**config.mk**
```make
export PLATFORM = sky130hd
export DESIGN_NAME = acit_sqrt
export DESIGN_NICKNAME = d
export VERILOG_FILES = /design/src/rtl/acit_sqrt.sv
export SDC_FILE = /design/constraint.sdc
export NUM_CORES = 2
export LEC_CHECK = 0
export BUFFER_PORTS_ARGS = -buffer_cell sky130_fd_sc_hd__clkbuf_2
export CAP_MARGIN = 20
export CORE_UTILIZATION = 53
export DETAILED_ROUTE_END_ITERATION = 16
export PLACE_DENSITY = 0.69
export REMOVE_ABC_BUFFERS = 1
export SYNTH_ARGS = -nofsm -noshare
export SYNTH_HDL_FRONTEND = slang
export SYNTH_MEMORY_MAX_BITS = 65536
export SYNTH_SLANG_ARGS = --single-unit
```
**constraint.sdc**
```tcl
create_clock -name aclk -period 4.2 [get_ports aclk]
set_input_delay 0.42 -clock aclk [delete_from_list [all_inputs] [get_ports aclk]]
set_output_delay 0.42 -clock aclk [all_outputs]
set_load 0.05 [all_outputs]
```
**src/rtl/acit_sqrt.sv**
```systemverilog
// Pipelined restoring square root, one root bit per stage, with remainder flag.
module acit_sqrt #(
    parameter int W = 68
) (
    input  logic             aclk,
    input  logic             en,
    input  logic [W-1:0]     din,
    output logic [W/2-1:0]   root,
    output logic             rem_nz
);

    localparam int N  = W / 2;
    localparam int RW = N + 2;

    logic [RW-1:0] rem_reg  [N];
    logic [N-1:0]  root_reg [N];
    logic [W-1:0]  opnd_reg [N-1];

    for (genvar k = 0; k < N; k++) begin : g_stage
        logic [RW-1:0] rem_in;
        logic [RW-1:0] rem_sh;
        logic [RW-1:0] trial;
        logic [N-1:0]  root_in;
        logic [1:0]    pair;
        logic          ge;

        if (k == 0) begin : g_first
            assign rem_in  = '0;
            assign root_in = '0;
            assign pair    = din[W-1:W-2];
        end else begin : g_next
            assign rem_in  = rem_reg[k-1];
            assign root_in = root_reg[k-1];
            assign pair    = opnd_reg[k-1][W-1:W-2];
        end

        assign rem_sh = {rem_in[RW-3:0], pair};
        assign trial  = {root_in, 2'b01};
        assign ge     = rem_sh >= trial;

        always_ff @(posedge aclk) begin
            if (en) begin
                rem_reg[k]  <= ge ? (rem_sh - trial) : rem_sh;
                root_reg[k] <= {root_in[N-2:0], ge};
            end
        end

        if (k < N - 1) begin : g_opnd
            if (k == 0) begin : g_load
                always_ff @(posedge aclk) begin
                    if (en) begin
                        opnd_reg[k] <= din << 2;
                    end
                end
            end else begin : g_shift
                always_ff @(posedge aclk) begin
                    if (en) begin
                        opnd_reg[k] <= opnd_reg[k-1] << 2;
                    end
                end
            end
        end
    end

    assign root   = root_reg[N-1];
    assign rem_nz = |rem_reg[N-1];

endmodule

```
==> metrics.txt <==
Nets=11.6k; worst endpoint required time=4830 ps; Hold Path Stages=2; vias=81.6k; DR WL/cell=19.6 um; num rows=183; Final Hold Viols=0; vias in the first global route=80.2k; worst skew pair latency=950 ps; cell taking the most area after synthesis=edfxtp_1; Pleak=57.0 nW; setup ws final=291 ps; Num CTS Buffers=312; initial antenna violation count=3; Syn-to-layout area delta=12.2%; GRT Total Usage=0.222; Yosys top cell area share=0.638; worst slew pin tran=898 ps; Final Cycle Share=0.931; final setup violation count=0; die height=503 um; first-pass GRT wire length=443 mm; Final Core Density=0.599; ys async rst share=0; synth top area cells=edfxtp_1 (64%), ha_1 (6.0%), xor2_1 (3.2%); crit end category=flop; run status=finished clean; reg2reg end=rem_reg[30][8]; I/O pin count=105; WL final=283 mm; Total Power=85.4 mW; Core Region=249000 um^2; Final ANT Viol Nets=0; CTS sink cnt=2824; normalized max-slew margin=0.401; die area=253000 um^2; f_max=256 MHz; Initial Utilization=0.534; Hold Path Class=input port to flop; Setup Fix Bufs, Post-CTS=0; RSZ-0062 raised after global routing=no; TritonCTS clock tree=done; Post-synth EDFFs=2824; critical path startpoint=rem_reg[29][13]; final hold slack=157 ps; post-synthesis cell type count=92; Congestion Overflow GR=0; DP HPWL=207 mm; power density cells=572 nW/um^2; startpoint of the worst register-to-register path=rem_reg[29][13]; Main synth FF type=edfxtp_1; Hold Startpoint=din[64]; Inst Count DP=13.8k; crit start category=flop; Die Width=503 um; final std cells w/o fill=14.4k; pre-CTS setup slack=127 ps; Syn Inst Count=10.5k; Placed Instance Area=139000 um^2; H-tree levels=5; Synth Cell Area=133000 um^2; RePlAce Congestion=0.908; max-cap violations=0; crit path time final=3910 ps; clock skew=86.2 ps; share of layout cells above drive strength 1=0.0799; WP data arrival=4530 ps; Seq/Total Area, Yosys=0.638; CP Max Fanout=54; cell area after layout=149000 um^2; clock transition at the registers of the reported paths=60 ps; Synth warnings=0; vias per cell=5.65; VDD IR max=486 uV; largest net degree at the start of global routing=134; Layout fillers=19.5k; CTS root buf=clkbuf_16; max-slew violation count=0; most frequent cells after synthesis=edfxtp_1 (2824), nand2_1 (804), inv_1 (777); First-pass DRT Iterations=8; register bit total from synthesis=2824; sink of the worst hold path=opnd_reg[0][64]; kind of critical path=flop to flop; most numerous cell in the Yosys netlist=edfxtp_1; Post-route DRC=0; FF-to-FF path depth=9; CTS max path bufs=4; # port buffers=104; register-to-register setup slack=290 ps; drt first-iter violations=6090; Fin Setup TNS=0 ps; max reg flops=1122; Synth Area per Inst=12.7 um^2
-- power by group --
group	switching (mW)	internal (mW)
clock	10.7	15.9
sequential	2.62	36.2
combinational	11.7	8.25
-- worst max-delay path by stage --
stage | to | slack (ps) | cells past startpoint
floorplan | rem_reg[28][33] | -3350 | 8
global placement | rem_reg[23][4] | 220 | 12
detailed placement | rem_reg[23][4] | 130 | 12
CTS | rem_reg[23][27] | 140 | 12
global route | rem_reg[7][25] | 70 | 9
finish | rem_reg[30][8] | 290 | 9
-- kinds of logic (layout without fill, tap and decap cells) --
| family | Yosys count | after routing | synth area share |
|---|---|---|---|
| xor+xnor | 939 | 939 | 0.0618 |
| simple gates | 2760 | 2760 | 0.102 |
| flops | 2824 | 2824 | 0.638 |
| other cells | 1 | 3 | 0.0000282 |
| buf+inv | 1018 | 1653 | 0.0290 |
| fa+ha+maj | 633 | 633 | 0.0596 |
| mux | 70 | 70 | 0.00584 |
| compound gates | 2225 | 2225 | 0.104 |
-- worst max-delay path: stages, from the launching register on --
cell and delay, ps:
edfxtp_1 400, ha_1 400, nand4_1 270, or3_1 460, o211a_1 260, o41ai_1 620, a31oi_1 320, o21bai_4 210
buf_12 270, mux2_2 380
-- layout by cell type, fill, tap and decap left out, types with 71 or more instances in the layout --
| master | count |
|---|---|
| clkbuf_16 | 317 |
| nor2b_1 | 81 |
| xnor2_1 | 452 |
| o21ai_0 | 617 |
| and3_1 | 71 |
| o31ai_1 | 72 |
| buf_4 | 129 |
| xor2_1 | 487 |
| nand3_1 | 160 |
| o21a_1 | 93 |
| nor3_1 | 251 |
| clkbuf_2 | 103 |
| inv_1 | 777 |
| a21o_1 | 263 |
| nand4_1 | 115 |
| nor2_1 | 625 |
| or3_1 | 97 |
| nand2_1 | 803 |
| edfxtp_1 | 2824 |
| nor4_1 | 137 |
| a21oi_1 | 647 |
| ha_1 | 633 |
| or4_1 | 83 |
| nand2b_1 | 113 |
-- per-layer routing --
| metal | wire length [um] | GRT usage | share of wire | vias to the layer above |
|---|---|---|---|---|
| li1 | - | - | - | 39700 |
| met2 | 140000 | 0.385 | 0.50 | 1943 |
| met5 | 0 | 0 | 0 | - |
| met3 | 12200 | 0.0267 | 0.043 | 561 |
| met1 | 122000 | 0.290 | 0.43 | 39400 |
| met4 | 9090 | 0.0728 | 0.032 | 0 |
-- area by class of cell --
class                           count  area (um^2)  share of cell area
Antenna cell                        2         5.00           0.0000335
Multi-Input combinational cell   6628        44500               0.298
Clock buffer                      368         8120              0.0544
Sequential cell                  2824        84800               0.568
Tap cell                         3330         4170              0.0279
Inverter                          780         2930              0.0196
Timing Repair Buffer              341         2950              0.0198
Clock inverter                    164         1790              0.0120
-- what timing repair did --
action                                  CTS  global route
resized for setup                         0             1
endpoints found under the hold margin    71             0
hold buffers                             70             0
endpoints found under the setup margin    0             7
Note: power is estimated with default switching activity, not from simulation.
